--- src/rtl/trdd_ram.sv ---
// Generic single write, single read RAM with a registered read port.
module trdd_ram #(
    parameter int WIDTH = 8,
    parameter int DEPTH = 64
) (
    input  logic                                    i_clk,
    input  logic                                    i_we,
    input  logic [((DEPTH > 1) ? $clog2(DEPTH) : 1)-1:0] i_waddr,
    input  logic [WIDTH-1:0]                        i_wdata,
    input  logic [((DEPTH > 1) ? $clog2(DEPTH) : 1)-1:0] i_raddr,
    output logic [WIDTH-1:0]                        o_rdata
);
    logic [WIDTH-1:0] r_mem [DEPTH];

    always_ff @(posedge i_clk) begin
        if (i_we) begin
            r_mem[i_waddr] <= i_wdata;
        end
        o_rdata <= r_mem[i_raddr];
    end
endmodule

--- config.mk ---
export PLATFORM = sky130hd
export DESIGN_NAME = trdd_ram
export DESIGN_NICKNAME = d
export VERILOG_FILES = /design/src/rtl/trdd_ram.sv
export SDC_FILE = /design/constraint.sdc
export NUM_CORES = 1
export LEC_CHECK = 0
export ABC_CLOCK_PERIOD_IN_PS = 3000
export CORE_ASPECT_RATIO = 0.75
export CORE_MARGIN = 2
export CORE_UTILIZATION = 60
export CTS_CLUSTER_DIAMETER = 80
export CTS_CLUSTER_SIZE = 12
export DETAILED_ROUTE_END_ITERATION = 8
export DONT_BUFFER_PORTS = 1
export GPL_ROUTABILITY_DRIVEN = 0
export PLACE_DENSITY_LB_ADDON = 0.2
export SYNTH_ARGS = -nofsm -noshare
export SYNTH_HDL_FRONTEND = slang
export SYNTH_SLANG_ARGS = --single-unit
--- constraint.sdc ---
create_clock -name i_clk -period 3 [get_ports i_clk]
set_input_delay 0.45 -clock i_clk [delete_from_list [all_inputs] [get_ports i_clk]]
set_output_delay 0.45 -clock i_clk [all_outputs]
set_load 0.05 [all_outputs]
== Yosys cells after proc, flatten, opt, wreduce, memory -nomap -nowiden ==
Memory sizes are Yosys's and may differ from the RTL's. A register that Yosys moved wholly into a read port is not among the register bits.
Cells that the tools add are included.

* Register bits after elaboration: 0
* Latch bits: 0
* Memory bits (writable): 512
* Bits in read-only memories: 0
* Input port bits: 22
* Logic and storage cells: 3
* Memories kept: 1

* Add/subtract/negate cells: 0
* Multiply operators: 0
* Divide/modulo/power cells: 0
* Magnitude comparators: 0
* Equal/unequal tests: 0
* Shift-type cells: 0
* Mux-type cells: 2
* Bitwise logic cells: 0
* Reduce and logical (&&, ||, !) cells: 0

{| class="wikitable"
|+ Memory list
! memory !! depth !! width !! rd ports !! clocked after Yosys merged registers in !! write ports !! RTL line !! RTL
|-
| r_mem || 64 || 8 || 1 || 1 || 1 || 13 || <nowiki>logic [WIDTH-1:0] r_mem [DEPTH];</nowiki>
|}

{| class="wikitable"
|+ Operators by type and width
! cell !! count
|-
| two-way mux 1 bit || 2
|}

== Depth between registers and ports, before layout ==
* Depth in word-level cells: 2
* Depth in mapped cells: 9
* Mapped depth without buffers: 5

== Worst setup path before layout ==
OpenSTA, ideal clock, no wires.

* Path kind: input-to-reg
* From: in i_raddr[1] (netlist name)
* To: reg o_rdata[3], read port of r_mem
* Setup time: 0.128 ns
* Arrival: 1.990 ns
* Data required time: 2.872 ns
* Setup slack: 0.882 ns
* Stages on the path: 7
* Buffers on the path: 3
* Path through: buf_4 -> buf_2 -> buf_2 -> mux4_2 -> mux4_2 -> o21ai_1 -> o41ai_1

{| class="wikitable"
|+ RTL lines
! item !! RTL line !! RTL
|-
| from (decl) || 10 || <nowiki>input logic [((DEPTH > 1) ? $clog2(DEPTH) : 1)-1:0] i_raddr,</nowiki>
|-
| to (decl) || 11 || <nowiki>output logic [WIDTH-1:0] o_rdata</nowiki>
|}

==> results_dict.tcl <==
set metrics [dict create \
    r2r_cells 5 \
    post_cts_resized 0 \
    p_leak_nw 7.08 \
    synthCells 940 \
    drc_errors 0 \
    rows 58 \
    place_ws_ps 862 \
    post-route-period-util_pct 68.6 \
    via_per_inst 6.48 \
    dieArea_sq_mm 0.0351 \
    cts_num_sinks 520 \
    end_kind "register" \
    fin_nets 1047 \
    h-tree-depth 2 \
    pin_count 30 \
    cp.required_ps 3430 \
    grtUsageTotal_pct 26.4 \
    synth_area_per_cell_sq_um 21.5 \
    async_flop_share_pct 0 \
    post-route-min-period_ps 2060 \
    start_util_pct 60.5 \
    final_cell_area_sq_mm 0.0225 \
    syn_nets 962 \
    grt_pass1_vias 9624 \
    total_power_mw 14.1 \
    layout.cells.non_filler 1502 \
    status "completed" \
    ir_drop_mv 0.538 \
    min_to "o_rdata[6]" \
    grt-ovfl-total 0 \
    drtIter0Drc 1291 \
    clk_pin_slew_ps 60 \
    worst_slew_pin_slew_ps 1130 \
    crit_type "register to register" \
    grt_max_degree 138 \
    cts_made_buffers 49 \
    rsz0062_at_grt "false" \
    r2r_setup_slack_ps 940 \
    clk_latency_ps 560 \
    hold_viol_final 0 \
    portBuffers 0 \
    grt_pass1_wl_mm 65.5 \
    route.vias.total 9735 \
    cp_max_fo 1 \
    hold_depth 2 \
    hp-class "input port to register" \
    clock.fmax_mhz 486 \
    worstHoldStart "i_raddr[5]" \
    drtPass1Iterations 5 \
    areaGrowthSynthToFinish_pct 11.8 \
    routed_wl_mm 44.4 \
    start_kind "register" \
    dpl_cell_area_sq_mm 0.0209 \
    synth.cell_area_sq_mm 0.0202 \
    fin_util_pct 67.7 \
    worst_clock_skew_ps 13.8 \
    synth_cell_types 40 \
    clockBufferDepth 3 \
    final_antenna_net_count 0 \
    die_x_um 216 \
    cts-root-buf "clkbuf_16" \
    ys_seq_area_share_pct 77.0 \
    worst_slack_ps 942 \
    synth_edf_count 512 \
    power_density_mw_per_mm2 627 \
    routedWlPerCell_um 29.6 \
    setup_tns_ps 0 \
    whs_ps 70.8 \
    final_common_cell "edfxtp_1" \
    insertedDiodeCount 0 \
    dpl.cell_count 1405 \
    die_h_um 163 \
    drv_cap 0 \
    worstPathArrival_ps 2490 \
    slew_viol_final 0 \
    r2r_end "o_rdata[6]" \
    yosys_register_bits 520 \
    dp_hpwl_mm 24.5 \
    ys_warn_count 0 \
    cts_tree "done" \
    mostFrequentLayoutCells "512 x edfxtp_1, 126 x mux4_2, 83 x nor2_1, 66 x buf_4, 49 x clkbuf_16" \
    core_area_sq_mm 0.0333 \
    synthFlopType "edfxtp_1" \
    finalSetupViolCount 0 \
    reg2reg_from "r_mem[17][6]" \
    slew_headroom_pct 24.7 \
    drive_gt1_share_pct 25.2 \
    antenna_found_initial 2 \
]
## worst max path at each step
stage	startpoint	cells after the start	slack, ps	endpoint
after global placement	i_raddr[0]	4	850	o_rdata[7]
after global routing	r_mem[17][6]	5	880	o_rdata[6]
after floorplan	i_raddr[1]	7	880	o_rdata[3]
after CTS	r_mem[21][6]	5	1020	o_rdata[6]
final	r_mem[17][6]	5	940	o_rdata[6]
after detailed placement	i_raddr[0]	4	860	o_rdata[7]
## layout make-up
| class | instances | area, sq um |
|---|---|---|
| Clock buffer | 77 | 1330 |
| Clock inverter | 1 | 8.76 |
| Fill cell | 2067 | 10800 |
| Multi-Input combinational cell | 369 | 4320 |
| Sequential cell | 520 | 15500 |
| Tap cell | 450 | 563 |
| Timing Repair Buffer | 85 | 796 |
## synthesized netlist by cell type, drive strengths merged (2+ instances only)
master | instances | area, sq um
edfxtp | 512 | 15400
mux4 | 126 | 2840
mux2i | 23 | 230
nand2 | 19 | 71.3
nor2b | 14 | 87.6
clkbuf | 17 | 63.8
dfxtp | 8 | 160
buf | 34 | 253
nand4 | 2 | 12.5
nand3b | 3 | 22.5
mux2 | 13 | 146
nor4 | 2 | 12.5
nand2b | 7 | 43.8
nand3 | 13 | 65.1
a21oi | 3 | 15.0
o32ai | 2 | 17.5
a2111oi | 2 | 17.5
nor3 | 7 | 35.0
a22oi | 3 | 22.5
o21ai | 4 | 20.0
nor2 | 83 | 312
o21a | 2 | 15.0
o2111ai | 3 | 26.3
o221a | 2 | 22.5
a211oi | 4 | 30.0
a221oi | 6 | 52.6
o221ai | 8 | 70.1
o41ai | 2 | 17.5
o22ai | 8 | 50.1
o2bb2ai | 3 | 26.3
## worst max-delay path: stages, from the launching register on
cell	delay, ps
edfxtp_1	380
mux4_2	470
mux2_2	310
o221a_2	280
nor3_1	350
o32ai_1	140
## logic make-up (layout without fill, tap and decap cells)
family                 after synthesis  after routing  share of synthesized area [%]
DFF                                520            520                           77.0
muxes                              162            162                           15.9
and+or+nand+nor                    153            153                           3.39
AOI/OAI and AO/OA                   54             54                           2.07
buffers and inverters               51            163                           1.57
## power breakdown
group	total, mW	switching (mW)	internal [mW]
clock network	5.42	2.41	3.01
logic	0.589	0.309	0.280
registers	8.12	0.0773	8.04
## layer usage
| metal | global-route usage [%] | wire (um) | up-vias |
|---|---|---|---|
| met5 | 0 | 0 | - |
| met4 | 6.74 | 873 | 0 |
| met3 | 7.47 | 4810 | 54 |
| met2 | 38.4 | 20000 | 492 |
| met1 | 40.2 | 18700 | 5102 |
| li1 | - | - | 4087 |
## registers in the layout, indices dropped and copies added, names as in the netlist
signal	count
r_mem	512
o_rdata	8
## what timing repair did
action	CTS	global route
endpoints found under the hold margin	397	0
hold buffers	19	0
buffers inserted	0	0
(Power assumes the default switching activity.)
