===== config.mk =====
export PLATFORM = sky130hd
export DESIGN_NAME = trdd_mod1000
export DESIGN_NICKNAME = d
export VERILOG_FILES = /design/src/rtl/trdd_pkg.sv /design/src/rtl/trdd_mod1000.sv
export SDC_FILE = /design/constraint.sdc
export NUM_CORES = 1
export LEC_CHECK = 0
export BUFFER_PORTS_ARGS = -buffer_cell sky130_fd_sc_hd__buf_4
export CAP_MARGIN = 20
export CELL_PAD_IN_SITES_DETAIL_PLACEMENT = 1
export CELL_PAD_IN_SITES_GLOBAL_PLACEMENT = 2
export CORE_MARGIN = 2
export CORE_UTILIZATION = 44
export CTS_CLUSTER_DIAMETER = 40
export DETAILED_ROUTE_END_ITERATION = 7
export PLACE_DENSITY = 0.85
export SYNTH_ARGS = -nofsm -noshare
export SYNTH_HDL_FRONTEND = slang
export SYNTH_SLANG_ARGS = --single-unit

===== constraint.sdc =====
create_clock -name i_clk -period 9.2 [get_ports i_clk]
set_input_delay 1.84 -clock i_clk [delete_from_list [all_inputs] [get_ports i_clk]]
set_output_delay 1.84 -clock i_clk [all_outputs]
set_load 0.01 [all_outputs]

===== src/rtl/trdd_pkg.sv =====
// Package with the shared types, constants and status codes of the tag read table.
package trdd_pkg;

    localparam int TABLE_DEPTH = 64;
    localparam int IDX_W = (TABLE_DEPTH > 1) ? $clog2(TABLE_DEPTH) : 1;
    localparam int MILLIS_MOD = 1000;
    // Ceiling of 2^38 / 1000: bits 38 and up of a 32-bit value times this give value / 1000.
    localparam logic [31:0] MILLIS_RECIP = 32'h10624DD3;
    localparam logic [31:0] AGING_RESET = 32'd10;

    typedef enum logic [2:0] {
        ST_ADDED  = 3'd0,
        ST_REREAD = 3'd1,
        ST_FULL   = 3'd2,
        ST_ZERO   = 3'd3,
        ST_RECORD = 3'd4,
        ST_EMPTY  = 3'd5
    } t_status;

    typedef enum logic {
        OP_ADD   = 1'b0,
        OP_FLUSH = 1'b1
    } t_op;

    typedef enum logic {
        REG_FIX   = 1'b0,
        REG_AGING = 1'b1
    } t_reg_idx;

    typedef enum logic [2:0] {
        S_IDLE,
        S_ZERO,
        S_ADD_RD,
        S_ADD_CK,
        S_ADD_FIN,
        S_FL_RD,
        S_FL_CK,
        S_FL_FIN
    } t_state;

    typedef struct packed {
        logic [31:0]        code;
        logic signed [7:0]  strength;
        logic [15:0]        antenna;
        logic [31:0]        seconds;
        logic [9:0]         millis;
        logic [31:0]        reads;
    } t_entry;

    typedef struct packed {
        logic               last;
        t_status            status;
        logic [5:0]         slot;
        logic [31:0]        code;
        logic signed [7:0]  strength;
        logic [31:0]        reads;
        logic [31:0]        seconds;
        logic [9:0]         millis;
        logic [15:0]        antenna;
        logic [31:0]        log_id;
        logic [31:0]        total;
    } t_result;

endpackage


===== src/rtl/trdd_mod1000.sv =====
// Remainder unit that reduces a 32-bit millisecond count modulo 1000.
module trdd_mod1000 (
    input  logic        i_clk,
    input  logic        i_rst_n,
    input  logic        i_start,
    input  logic [31:0] i_value,
    output logic        o_done,
    output logic [9:0]  o_rem
);
    import trdd_pkg::*;

    logic [31:0] r_val, n_val;
    logic [22:0] r_quo, n_quo;
    logic [9:0]  r_rem, n_rem;
    logic [1:0]  r_cnt, n_cnt;
    logic [63:0] product;
    logic [31:0] back;

    // First the quotient by reciprocal multiplication, then the value minus quotient times 1000.
    always_comb begin
        product = {32'd0, r_val} * {32'd0, MILLIS_RECIP};
        back    = 32'(r_quo) * 32'(MILLIS_MOD);
        n_val   = r_val;
        n_quo   = r_quo;
        n_rem   = r_rem;
        n_cnt   = r_cnt;
        if (i_start) begin
            n_val = i_value;
            n_cnt = 2'd2;
        end else if (r_cnt == 2'd2) begin
            // The quotient never exceeds 23 bits for a 32-bit value.
            n_quo = product[60:38];
            n_cnt = 2'd1;
        end else if (r_cnt == 2'd1) begin
            n_rem = 10'(r_val - back);
            n_cnt = 2'd0;
        end
    end

    always_ff @(posedge i_clk) begin
        if (!i_rst_n) begin
            r_cnt <= '0;
            r_rem <= '0;
        end else begin
            r_cnt <= n_cnt;
            r_rem <= n_rem;
        end
        r_val <= n_val;
        r_quo <= n_quo;
    end

    assign o_done = (r_cnt == 2'd0) && !i_start;
    assign o_rem  = r_rem;

    a_rem_range: assert property (@(posedge i_clk) disable iff (!i_rst_n)
        r_rem < 10'(MILLIS_MOD)) else $error("remainder out of range");
endmodule


Word level (Yosys, flattened, before mapping) --
Index checks and enable logic that the tools add are counted. W data, S select, Z words.
Storage, ports and cells: register bits 67, bits in latches 0, RAM bits 0, memory bits (read-only) 0, output and inout port bits 11, memories 0
Operators by class: $add $sub $neg 1, $mul 2, divide/modulo/power cells 0, magnitude comparators 0, equal/unequal tests 2, shifts and indexed selects 0, multiplexer cells 3, bitwise operators 3, reduce and logical (&&, ||, !) cells 8
Operators by type and width (number):
- $mul A32 B29 Y61 const B | 1
- $mul A23 B7 Y7 const B | 1
- $sub A10 B10 Y10 | 1
- $mux W2 | 3
- $not A1 Y1 | 3
- $reduce_and A3 Y1 | 1
- $reduce_bool A3 Y1 | 1
- $eq A2 B1 Y1 const B | 1
- $eq A2 B2 Y1 const B | 1
- $logic_not A2 Y1 | 1
- $reduce_and A2 Y1 | 1
- $reduce_bool A2 Y1 | 1
- $reduce_or A2 Y1 | 1
- $logic_and A1 B1 Y1 | 1
- $logic_not A1 Y1 | 1

Depth between registers and ports, before layout --
Gate-level depths: netlist of the first run.
depth after elaboration 4, gate-level depth with buffers 23, mapped depth without buffers 23

Least setup slack after synthesis of the first run --
Ideal clock, no wire load.
path kind reg2reg, from reg r_val[4], to reg r_quo[3], data pin, setup time 0.258 ns, arrival 6.092 ns, required time 8.942 ns, setup slack 2.851 ns, stages on the path, launching flop included 24, path buffers 0, period minus slack after synthesis 6.349 ns, cells stage by stage edfxtp_1 -> ha_1 -> fa_1 -> fa_1 -> inv_1 -> fa_1 -> inv_1 -> fa_1 -> inv_1 -> fa_1 -> inv_1 -> fa_1 -> inv_1 -> fa_1 -> inv_1 -> ha_1 -> nand4_1 -> nor3_1 -> o211ai_1 -> nand4_1 -> o311ai_2 -> or4_1 -> nand3_1 -> xnor2_1
On the way: cells in the longest elaborated chain, start to end 1
RTL lines:
- start: declaration | line trdd_mod1000.sv:12 | logic [31:0] r_val, n_val;
- start signal: assignment | line trdd_mod1000.sv:48 | r_val <= n_val;
- $mul A32 B29 Y61 | line trdd_mod1000.sv:21 | product = {32'd0, r_val} * {32'd0, MILLIS_RECIP};
- via product[41] | line trdd_mod1000.sv:16 | logic [63:0] product;
- end signal: assignment | line trdd_mod1000.sv:49 | r_quo <= n_quo;
- end: declaration | line trdd_mod1000.sv:13 | logic [22:0] r_quo, n_quo;
The timed path passes the listed nets, and every way through them passes these cells. A chain may end at the register's enable or synchronous reset.

Worst setup path in the final report of the first run --
from reg r_val[11], to reg r_quo[3], data pin
The elaborated chain is that of the path after synthesis.

==> results of run 1 <==
[state kept, by name, indices dropped and copies added, names as in the netlist]
signal  count
o_rem      10
r_cnt       2
r_quo       7
r_val      32
[final timing paths]
kind                                 from  endpoint  slack, ns
worst max-delay path            r_val[11]  r_quo[3]       1.86
worst max register to register  r_val[11]  r_quo[3]       1.86
worst min register to register   o_rem[1]  o_rem[1]       0.47
worst min-delay path             o_rem[1]  o_rem[1]       0.47
[final cells by class]
cell class                      count  area share (%)
Multi-Input combinational cell    825            72.3
Clock inverter                      3           0.171
Tap cell                          442            3.60
Inverter                          479            11.7
Sequential cell                    51            9.19
Timing Repair Buffer               46            2.25
Clock buffer                        5           0.814
[synth_stat cells, drive strengths merged (4+ instances only)]
cell type / number
nor2b: 6
xnor2: 31
o21bai: 4
nor2: 12
a21o: 6
and2: 4
a21oi: 28
nand2b: 4
nand2: 29
a211oi: 5
ha: 321
a21boi: 5
dfxtp: 12
nor3: 8
xor2: 6
inv: 479
o211ai: 5
edfxtp: 39
fa: 282
nand4: 8
nand3: 14
o21ai: 15
[metrics by stage]
stage                     util [%]  cells
after detailed placement      47.1   1843
final                         47.6   1851
after global routing          47.6   1851
after global placement        47.1   1843
after CTS                     47.6   1851
after floorplan                  -   1357
[logic make-up after synthesis]
kind of cell / Yosys count / synth area share (%)
adder cells (fa/ha/maj): 603 / 67.5
buffers and inverters: 481 / 12.6
AND/OR/NAND/NOR: 97 / 3.46
AO/OA/AOI/OAI: 87 / 4.27
flip-flops: 51 / 9.86
XOR/XNOR: 37 / 2.26
multiplexers: 1 / 0.0699
[routing by layer]
| metal | track usage (%) | vias to the layer above | wire [microns] |
|---|---|---|---|
| met5 | 0 | - | 0 |
| met4 | 5.06 | 0 | 716 |
| met3 | 2.96 | 39 | 1550 |
| met2 | 42.0 | 161 | 18400 |
| met1 | 31.0 | 4669 | 16100 |
| li1 | - | 4245 | - |
[worst max-delay path: cells and delay by family, from the launching register on]
| kind | cells | cell delay (ns) |
|---|---|---|
| DFF | 1 | 0.79 |
| buffers and inverters | 4 | 0.20 |
| xor gates and xnor gates | 1 | 0.07 |
| adders and majority gates | 9 | 4.25 |
| AOI/OAI and AO/OA | 3 | 0.75 |
| and+or+nand+nor | 4 | 1.03 |
==> parameters.txt, run 1 <==
Parameter                              Value

Run status
  Run status ... completed

Place
  Instance area at placement ... roughly 15000 sq um
  Detail Placement HPWL ... around 32 mm
  DP Worst Slack ... 1.84 ns
  Routability Congestion ... 0.875
  Number of port buffers ... 45

Routing
  TritonRoute pass-1 iters ... 4
  Remaining routing DRC violations ... 0
  Routed wire length ... between 30 and 40 mm
  Count of vias placed by the detailed router ... between 9000 and 10000
  Starting DRC count in detailed routing ... 268
  Number of nets with antenna violations after detailed routing ... 0
  Via density per instance ... 4.92
  Average wire per cell in the routed design ... 19.8 microns

Setup path
  Element type at the critical path start ... flip-flop
  Chain of cells forming the critical path ... ha_1 -> fa_1 -> fa_1 -> inv_1 -> fa_1 -> inv_1 -> fa_1 -> fa_1 -> fa_1 -> inv_1 -> fa_1 -> inv_1 -> ha_1 -> nand4_1 -> a211oi_1 -> o211ai_1 -> nand4_1 -> o311ai_2 -> or4_1 -> nand3_1 -> xnor2_1
  Largest fanout on the critical path ... 10
  CP max stage cell ... sky130_fd_sc_hd__edfxtp_1
  Cell occurring most often along the worst timing path ... sky130_fd_sc_hd__fa_1
  Type of element capturing the critical path ... flip-flop
  Delay of the slowest cell on the worst path ... 0.79 ns
  WS Path Type ... flip-flop to flip-flop
  Critical path data required time ... 9.27 ns
  Arrival time at the worst endpoint ... 7.42 ns
  Number of cells on the worst reg-to-reg path ... 21

Yosys
  Number of instances in the synthesized netlist ... about 1400
  Mapped cell area ... 14300 sq um
  Synthesis warning total ... 0
  Cells taking the most area after synthesis ... sky130_fd_sc_hd__fa_1 39%, sky130_fd_sc_hd__ha_1 28%, sky130_fd_sc_hd__inv_1 13%
  Unique cell type count in the Yosys netlist ... a little over 50
  Number of nets in the synthesized netlist ... ~2000
  Sequential-to-total area share from yosys stat ... 9.86%
  Yosys top cell area share ... 39.4%
  Share of synthesized registers carrying an async set or reset ... 0%
  Number of register bits inferred by synthesis ... 51
  Post-Syn Area per Cell ... around 11 sq um
  Primary flip-flop cell chosen by synthesis mapping ... sky130_fd_sc_hd__edfxtp_1
  Synth area leader ... sky130_fd_sc_hd__fa_1
  Number of enable flip-flop cells after synthesis ... 39

STA
  Transition time at the pin with the least slew margin ... 0.895 ns
  Shortest period the worst path allows ... roughly 7.3 ns
  Max_slew headroom ... 40.3%
  Number of hold violations in the final report ... 0
  Final slew viol count ... 0
  Final-report setup violation count ... 0
  Worst hold margin ... between 0.4 and 0.5 ns
  Maximum clock frequency ... 0.136 GHz
  Unrepaired setup endpoints after global routing ... no
  Part of the cycle the worst path needs ... 79.8%
  Final setup margin ... about 1.9 ns
  Maximum clock skew at final layout ... 0.00497 ns
  Sum of negative setup slack ... 0 ns

Cells and area
  Top library cells by usage in the layout, fill and taps aside ... 479 x sky130_fd_sc_hd__inv_1, 321 x sky130_fd_sc_hd__ha_1, 282 x sky130_fd_sc_hd__fa_1
  Area delta synth->final ... 7.28%
  Multi-input logic area ... 11100 sq um
  Footprint of the flip-flops and latches ... 1410 sq um
  Antenna diode instance count ... 0
  Post-layout net count ... roughly 2000
  Share of post-route cells with drive strength above 1 ... 4.54%
  Most common library cell in the layout ignoring fill and taps ... sky130_fd_sc_hd__inv_1
  Final Instance Area ... 15400 sq um
  Fill cell instance count of the final layout ... 3570

Clock tree
  Resized Gates After CTS ... 0
  Maximum root-to-sink buffer count ... 2
  Clock Sink Count ... 51
  Hold-fix buffers at CTS ... 0
  Root Buffer Master ... sky130_fd_sc_hd__clkbuf_16
  Clock slew at reported path FFs ... roughly 0.08 ns
  TritonCTS clock tree ... built
  Clk Latency, worst-skew pair ... just over 0.3 ns
  Clock buffers created by TritonCTS ... 5
  Max H-tree Level ... 2
  Buffer count from post-CTS setup fixing ... 0

GRT
  Number of global-route vias before repair ... 10900
  Maximum number of pins on one net before global-route repair ... 38
  Final global-route overflow total ... 0
  Global Route Usage Sum ... about a quarter
  Antenna violations before repair ... 0
  Wire length of the first global-routing pass ... 59.4 mm

Worst hold path
  Worst hold path stage count ... 2
  Tightest Hold Check Type ... flip-flop to flip-flop

Floorplan
  Die span in x ... 184 microns
  Initial standard-cell utilization of the core ... between 40% and 50%
  Num ports ... between 40 and 50
  Cell row count ... 66
  Total Die Area ... 34000 sq um
  Core Footprint ... 32300 sq um
  Y dimension of the die ... 184 microns

Run
  Number of violations of the max-capacitance limit ... 0
Power of run 1 is left out: the tool's default activity adds up to more than one toggle a clock period on the data nets, which glitch-free logic cannot reach.
==> run 2, diff against run 1 <==
- clock period: 9.2 -> 7.7 ns (I/O delays scaled with it)
==> parameters.txt, run 2 (synthesis gave the netlist of run 1 again) <==
Parameter                              Value

Cells and area
  Post-layout net count ... 2059 (was 2046)
  Area delta synth->final ... 7.96% (was 7.28%)
  Share of post-route cells with drive strength above 1 ... 5.34% (was 4.54%)
  Final std cells w/o fill ... 1864 (was 1851)
  Most common library cell in the layout ignoring fill and taps ... sky130_fd_sc_hd__inv_1 (unchanged)
  Top register by number of flip-flops ... r_val (unchanged)
  Share of the core filled with cells in the final layout ... 47.9% (was 47.6%)
  Top library cells by usage in the layout, fill and taps aside ... 479 x sky130_fd_sc_hd__inv_1, 321 x sky130_fd_sc_hd__ha_1, 282 x sky130_fd_sc_hd__fa_1 (unchanged)
  Fill cell instance count of the final layout ... 3599 (was 3570)
  Antenna diode instance count ... 0 (unchanged)
  Flip-flop count of the largest register after layout ... 32 (unchanged)

Setup path
  WS Path Type ... flip-flop to flip-flop (unchanged)
  Delay of the slowest cell on the worst path ... 0.58 ns (was 0.79 ns)
  Worst r2r dst ... r_quo[3] (unchanged)
  Setup slack of the most critical reg-to-reg path ... 0.65 ns (was 1.86 ns)
  Chain of cells forming the critical path ... buf_4 -> ha_1 -> fa_1 -> fa_1 -> inv_1 -> fa_1 -> inv_1 -> fa_1 -> fa_1 -> fa_1 -> inv_1 -> fa_1 -> inv_1 -> ha_1 -> nand3_1 -> nor3_1 -> nand3_1 -> nand4_1 -> o311ai_2 -> or4_1 -> nand3_1 -> xnor2_1 (was ha_1 -> fa_1 -> fa_1 -> inv_1 -> fa_1 -> inv_1 -> fa_1 -> fa_1 -> fa_1 -> inv_1 -> fa_1 -> inv_1 -> ha_1 -> nand4_1 -> a211oi_1 -> o211ai_1 -> nand4_1 -> o311ai_2 -> or4_1 -> nand3_1 -> xnor2_1)
  Type of element capturing the critical path ... flip-flop (unchanged)
  CP max stage cell ... sky130_fd_sc_hd__edfxtp_1 (unchanged)
  Worst R2R Start ... r_val[8] (was r_val[11])
  Largest fanout on the critical path ... 9 (was 10)
  Number of cells on the worst reg-to-reg path ... 22 (was 21)
  Element type at the critical path start ... flip-flop (unchanged)
  Arrival time at the worst endpoint ... 7.12 ns (was 7.42 ns)
  Cell occurring most often along the worst timing path ... sky130_fd_sc_hd__fa_1 (unchanged)
  Critical path data required time ... 7.77 ns (was 9.27 ns)

Routing
  Count of vias placed by the detailed router ... 9269 (was 9114)
  TritonRoute pass-1 iters ... 4 (unchanged)
  Average wire per cell in the routed design ... 20.2 microns (was 19.8 microns)
  Starting DRC count in detailed routing ... 377 (was 268)
  Number of nets with antenna violations after detailed routing ... 0 (unchanged)
  Remaining routing DRC violations ... 0 (unchanged)
  Via density per instance ... 4.97 (was 4.92)
  Routed wire length ... 37.7 mm (was 36.7 mm)

Floorplan
  Initial standard-cell utilization of the core ... 44.4% (unchanged)
  Total Die Area ... 34000 sq um (unchanged)
  Cell row count ... 66 (unchanged)
  Y dimension of the die ... 184 microns (unchanged)
  Die span in x ... 184 microns (unchanged)
  Num ports ... 46 (unchanged)
  Core Footprint ... 32300 sq um (unchanged)

GRT
  Number of global-route vias before repair ... 10800 (was 10900)
  Global Route Usage Sum ... 24.0% (was 23.7%)
  Maximum number of pins on one net before global-route repair ... 38 (unchanged)
  Wire length of the first global-routing pass ... 59.7 mm (was 59.4 mm)
  Final global-route overflow total ... 0 (unchanged)
  Antenna violations before repair ... 0 (unchanged)

Clock tree
  Clock Sink Count ... 51 (unchanged)
  Resized Gates After CTS ... 0 (unchanged)
  Clock buffers created by TritonCTS ... 5 (unchanged)
  Clk Latency, worst-skew pair ... 0.32 ns (was 0.31 ns)
  Hold-fix buffers at CTS ... 0 (unchanged)
  Maximum root-to-sink buffer count ... 2 (unchanged)
  Clock slew at reported path FFs ... 0.08 ns (about the same)
  Buffer count from post-CTS setup fixing ... 0 (unchanged)
  Root Buffer Master ... sky130_fd_sc_hd__clkbuf_16 (unchanged)
  TritonCTS clock tree ... built (unchanged)
  Max H-tree Level ... 2 (unchanged)

STA
  Number of hold violations in the final report ... 0 (unchanged)
  Sum of negative setup slack ... 0 ns (unchanged)
  Unrepaired setup endpoints after global routing ... no (unchanged)
  Final-report setup violation count ... 0 (unchanged)
  Part of the cycle the worst path needs ... 91.6% (was 79.8%)
  Worst hold margin ... 0.472 ns (was 0.465 ns)
  Maximum clock skew at final layout ... 0.0111 ns (was 0.00497 ns)
  Max_slew headroom ... 55.8% (was 40.3%)
  Shortest period the worst path allows ... 7.05 ns (was 7.34 ns)
  Transition time at the pin with the least slew margin ... 0.663 ns (was 0.895 ns)
  Maximum clock frequency ... 0.142 GHz (was 0.136 GHz)
  Final slew viol count ... 0 (unchanged)

Place
  Count of placed standard cells including taps ... 1856 (was 1843)
  Detail Placement HPWL ... 33.8 mm (was 32.4 mm)
  Routability Congestion ... 0.930 (was 0.875)
  Number of port buffers ... 45 (unchanged)

Run status
  Run status ... completed (unchanged)

Worst hold path
  Tightest Hold Check Type ... flip-flop to flip-flop (unchanged)
  Worst hold path stage count ... 2 (unchanged)
  Terminating pin of the worst hold path ... o_rem[1] (unchanged)
  Hold path startpoint ... o_rem[1] (unchanged)

Run
  Number of violations of the max-capacitance limit ... 0 (unchanged)
## run 2: cell type report
cell class                      instances  area (sq um)  share of cell area [%]
Timing Repair Buffer                   59           443                    2.87
Clock buffer                            7           143                   0.923
Clock inverter                          1          8.76                  0.0567
Tap cell                              442           553                    3.58
Sequential cell                        51          1410                    9.13
Multi-Input combinational cell        825         11100                    71.8
Inverter                              479          1800                    11.6
## run 2: worst max path at each step
stage / startpoint / to / slack (ns)
2_1_floorplan: r_val[4] / r_quo[3] / 1.35
3_3_place_gp: r_val[8] / r_quo[3] / 0.78
3_5_place_dp: r_val[8] / r_quo[3] / 0.66
4_1_cts: r_val[8] / r_quo[3] / 0.63
5_1_grt: r_val[8] / r_quo[3] / 0.37
6_report: r_val[8] / r_quo[3] / 0.65
## run 2: stage by stage
| stage | setup slack [ns] | cell area (sq um) |
|---|---|---|
| finish | 0.650 | 15500 |
| global route | 0.367 | 15500 |
| CTS | 0.629 | 15500 |
| detailed placement | 0.665 | 15300 |
| global placement | 0.784 | 15300 |
| floorplan | 1.35 | 14300 |
## run 2: critical path: cells and delay by family (launching register included)
| kind | cells | cell delay, ns |
|---|---|---|
| and+or+nand+nor | 6 | 1.26 |
| DFF | 1 | 0.58 |
| AOI/OAI and AO/OA | 1 | 0.15 |
| adders and majority gates | 9 | 4.23 |
| buffers and inverters | 5 | 0.50 |
| xor gates and xnor gates | 1 | 0.06 |
## run 2: per-layer routing
| layer | vias up | global-route usage (%) | wire length, microns |
|---|---|---|---|
| met4 | 0 | 7.14 | 1150 |
| met1 | 4769 | 30.6 | 16100 |
| li1 | 4268 | - | - |
| met5 | - | 0 | 0 |
| met2 | 188 | 42.3 | 18500 |
| met3 | 44 | 3.44 | 1880 |
Power of run 2 is left out for the same reason.
==> run 3, diff against run 2 <==
- BUFFER_PORTS_ARGS: -buffer_cell sky130_fd_sc_hd__buf_4 -> not set
- CORE_UTILIZATION: 44 -> 45
- DONT_BUFFER_PORTS: not set -> 1
- PLACE_DENSITY: 0.85 -> not set
- PLACE_DENSITY_LB_ADDON: not set -> 0.15
==> parameters.txt, run 3 (synthesis gave the netlist of run 1 again) <==
Parameter                              Value

Routing
  Starting DRC count in detailed routing ... 292 (was 377)
  Number of nets with antenna violations after detailed routing ... 0 (unchanged)
  TritonRoute pass-1 iters ... 4 (unchanged)
  Remaining routing DRC violations ... 0 (unchanged)
  Via density per instance ... 5.03 (was 4.97)
  Average wire per cell in the routed design ... 21.3 microns (was 20.2 microns)
  Count of vias placed by the detailed router ... 8965 (was 9269)
  Routed wire length ... 37.9 mm (was 37.7 mm)

Clock tree
  Clk Latency, worst-skew pair ... 0.34 ns (was 0.32 ns)
  Clock Sink Count ... 51 (unchanged)
  TritonCTS clock tree ... built (unchanged)
  Max H-tree Level ... 2 (unchanged)
  Root Buffer Master ... sky130_fd_sc_hd__clkbuf_16 (unchanged)
  Clock buffers created by TritonCTS ... 5 (unchanged)
  Clock slew at reported path FFs ... 0.08 ns (about the same)
  Buffer count from post-CTS setup fixing ... 0 (unchanged)
  Maximum root-to-sink buffer count ... 2 (unchanged)
  Resized Gates After CTS ... 0 (unchanged)
  Hold-fix buffers at CTS ... 0 (unchanged)

Cells and area
  Multi-input logic area ... 11100 sq um (unchanged)
  Footprint of the flip-flops and latches ... 1410 sq um (unchanged)
  Fill cell instance count of the final layout ... 3480 (was 3599)
  Top register by number of flip-flops ... r_val (unchanged)
  Share of post-route cells with drive strength above 1 ... 2.47% (was 5.34%)
  Antenna diode instance count ... 0 (unchanged)
  Top library cells by usage in the layout, fill and taps aside ... 479 x sky130_fd_sc_hd__inv_1, 321 x sky130_fd_sc_hd__ha_1, 282 x sky130_fd_sc_hd__fa_1 (unchanged)
  Flip-flop count of the largest register after layout ... 32 (unchanged)
  Most common library cell in the layout ignoring fill and taps ... sky130_fd_sc_hd__inv_1 (unchanged)
  Share of the core filled with cells in the final layout ... 48.0% (was 47.9%)
  Post-layout net count ... 2016 (was 2059)
  Area delta synth->final ... 5.46% (was 7.96%)

STA
  Maximum clock frequency ... 0.142 GHz (about the same)
  Unrepaired setup endpoints after global routing ... no (unchanged)
  Number of hold violations in the final report ... 0 (unchanged)
  Part of the cycle the worst path needs ... 91.8% (was 91.6%)
  Maximum clock skew at final layout ... 0.00986 ns (was 0.0111 ns)
  Shortest period the worst path allows ... 7.07 ns (was 7.05 ns)
  Final-report setup violation count ... 0 (unchanged)
  Sum of negative setup slack ... 0 ns (unchanged)
  Final slew viol count ... 0 (unchanged)
  Max_slew headroom ... 57.1% (was 55.8%)
  Worst hold margin ... 0.515 ns (was 0.472 ns)
  Transition time at the pin with the least slew margin ... 0.643 ns (was 0.663 ns)

Worst hold path
  Worst hold path stage count ... 2 (unchanged)
  Hold path startpoint ... o_rem[0] (was o_rem[1])
  Terminating pin of the worst hold path ... o_rem[0] (was o_rem[1])
  Tightest Hold Check Type ... flip-flop to flip-flop (unchanged)

Run status
  Run status ... completed (unchanged)

GRT
  Global Route Usage Sum ... 24.8% (was 24.0%)
  Final global-route overflow total ... 0 (unchanged)
  Maximum number of pins on one net before global-route repair ... 38 (unchanged)
  Number of global-route vias before repair ... 10600 (was 10800)
  Wire length of the first global-routing pass ... 60.3 mm (was 59.7 mm)
  Antenna violations before repair ... 0 (unchanged)

Floorplan
  Initial standard-cell utilization of the core ... 45.5% (was 44.4%)
  Num ports ... 46 (unchanged)
  Total Die Area ... 33300 sq um (was 34000 sq um)
  Core Footprint ... 31500 sq um (was 32300 sq um)
  Cell row count ... 65 (was 66)
  Die span in x ... 182 microns (was 184 microns)
  Y dimension of the die ... 182 microns (was 184 microns)

Setup path
  Arrival time at the worst endpoint ... 7.14 ns (was 7.12 ns)
  Delay of the slowest cell on the worst path ... 0.76 ns (was 0.58 ns)
  Largest fanout on the critical path ... 10 (was 9)
  Top Family by Delay on Critical Path ... adder cells (unchanged)
  CP max stage cell ... sky130_fd_sc_hd__edfxtp_1 (unchanged)
  Worst R2R Start ... r_val[16] (was r_val[8])
  Worst r2r dst ... r_quo[6] (was r_quo[3])
  WS Path Type ... flip-flop to flip-flop (unchanged)
  Element type at the critical path start ... flip-flop (unchanged)
  Chain of cells forming the critical path ... ha_1 -> fa_1 -> fa_1 -> inv_1 -> fa_1 -> inv_1 -> fa_1 -> fa_1 -> fa_1 -> inv_1 -> fa_1 -> inv_1 -> ha_1 -> a21oi_1 -> o21ai_0 -> a211oi_1 -> o221ai_1 -> a21oi_2 -> o21bai_2 -> a21oi_1 -> xnor2_1 (was buf_4 -> ha_1 -> fa_1 -> fa_1 -> inv_1 -> fa_1 -> inv_1 -> fa_1 -> fa_1 -> fa_1 -> inv_1 -> fa_1 -> inv_1 -> ha_1 -> nand3_1 -> nor3_1 -> nand3_1 -> nand4_1 -> o311ai_2 -> or4_1 -> nand3_1 -> xnor2_1)
  Type of element capturing the critical path ... flip-flop (unchanged)
  Number of cells on the worst reg-to-reg path ... 21 (was 22)
  Setup slack of the most critical reg-to-reg path ... 0.63 ns (was 0.65 ns)
  Critical path data required time ... 7.78 ns (was 7.77 ns)
  Buffers plus inverters on the worst setup path ... 4 (was 5)
  Cell occurring most often along the worst timing path ... sky130_fd_sc_hd__fa_1 (unchanged)

Run
  Number of violations of the max-capacitance limit ... 0 (unchanged)

Place
  Routability Congestion ... 0.891 (was 0.930)
  Number of port buffers ... 0 (was 45)
  Detail Placement HPWL ... 34.0 mm (was 33.8 mm)
[run 3: cell types whose count changed in the layout (fill, tap and decap cells not counted), sizes merged]
cell,previous run,this run
clkinvlp,0,1
buf,59,16
clkbuf,7,6
[run 3: cell type report]
class	instances	area share [%]
Multi-Input combinational cell	825	73.5
Inverter	479	11.9
Sequential cell	51	9.35
Tap cell	402	3.33
Clock buffer	6	0.994
Timing Repair Buffer	16	0.795
Clock inverter	2	0.108
[run 3: worst max path at each step]
stage,startpoint,endpoint,slack [ns],depth (start not counted)
floorplan,r_val[4],r_quo[3],1.35,23
global placement,r_val[16],r_quo[3],0.82,21
detailed placement,r_val[16],r_quo[3],0.62,21
CTS,r_val[16],r_quo[3],0.61,21
global route,r_val[16],r_quo[3],0.31,21
finish,r_val[16],r_quo[6],0.63,21
[run 3: metrics by stage]
stage                     cells  setup WS [ns]  cell area, sq um
final                      1781          0.634             15100
after global routing       1781          0.306             15100
after CTS                  1781          0.607             15100
after detailed placement   1773          0.622             14900
after global placement     1773          0.824             14900
after floorplan            1357           1.35             14300
[run 3: worst register-to-register path: cells and delay by family (launching register included)]
kind / cells / cell delay (ns)
flops: 1 / 0.76
buf+inv: 4 / 0.22
fa+ha+maj: 9 / 4.22
xor+xnor: 1 / 0.09
compound gates: 7 / 1.52
[run 3: metal layers]
layer / GRT usage [%] / up-vias / wire length, microns
met5: 0 / - / 0
met4: 5.13 / 0 / 612
met3: 2.75 / 29 / 908
met2: 44.6 / 114 / 19000
met1: 32.5 / 4639 / 17300
li1: - / 4183 / -
Power of run 3 is left out for the same reason.
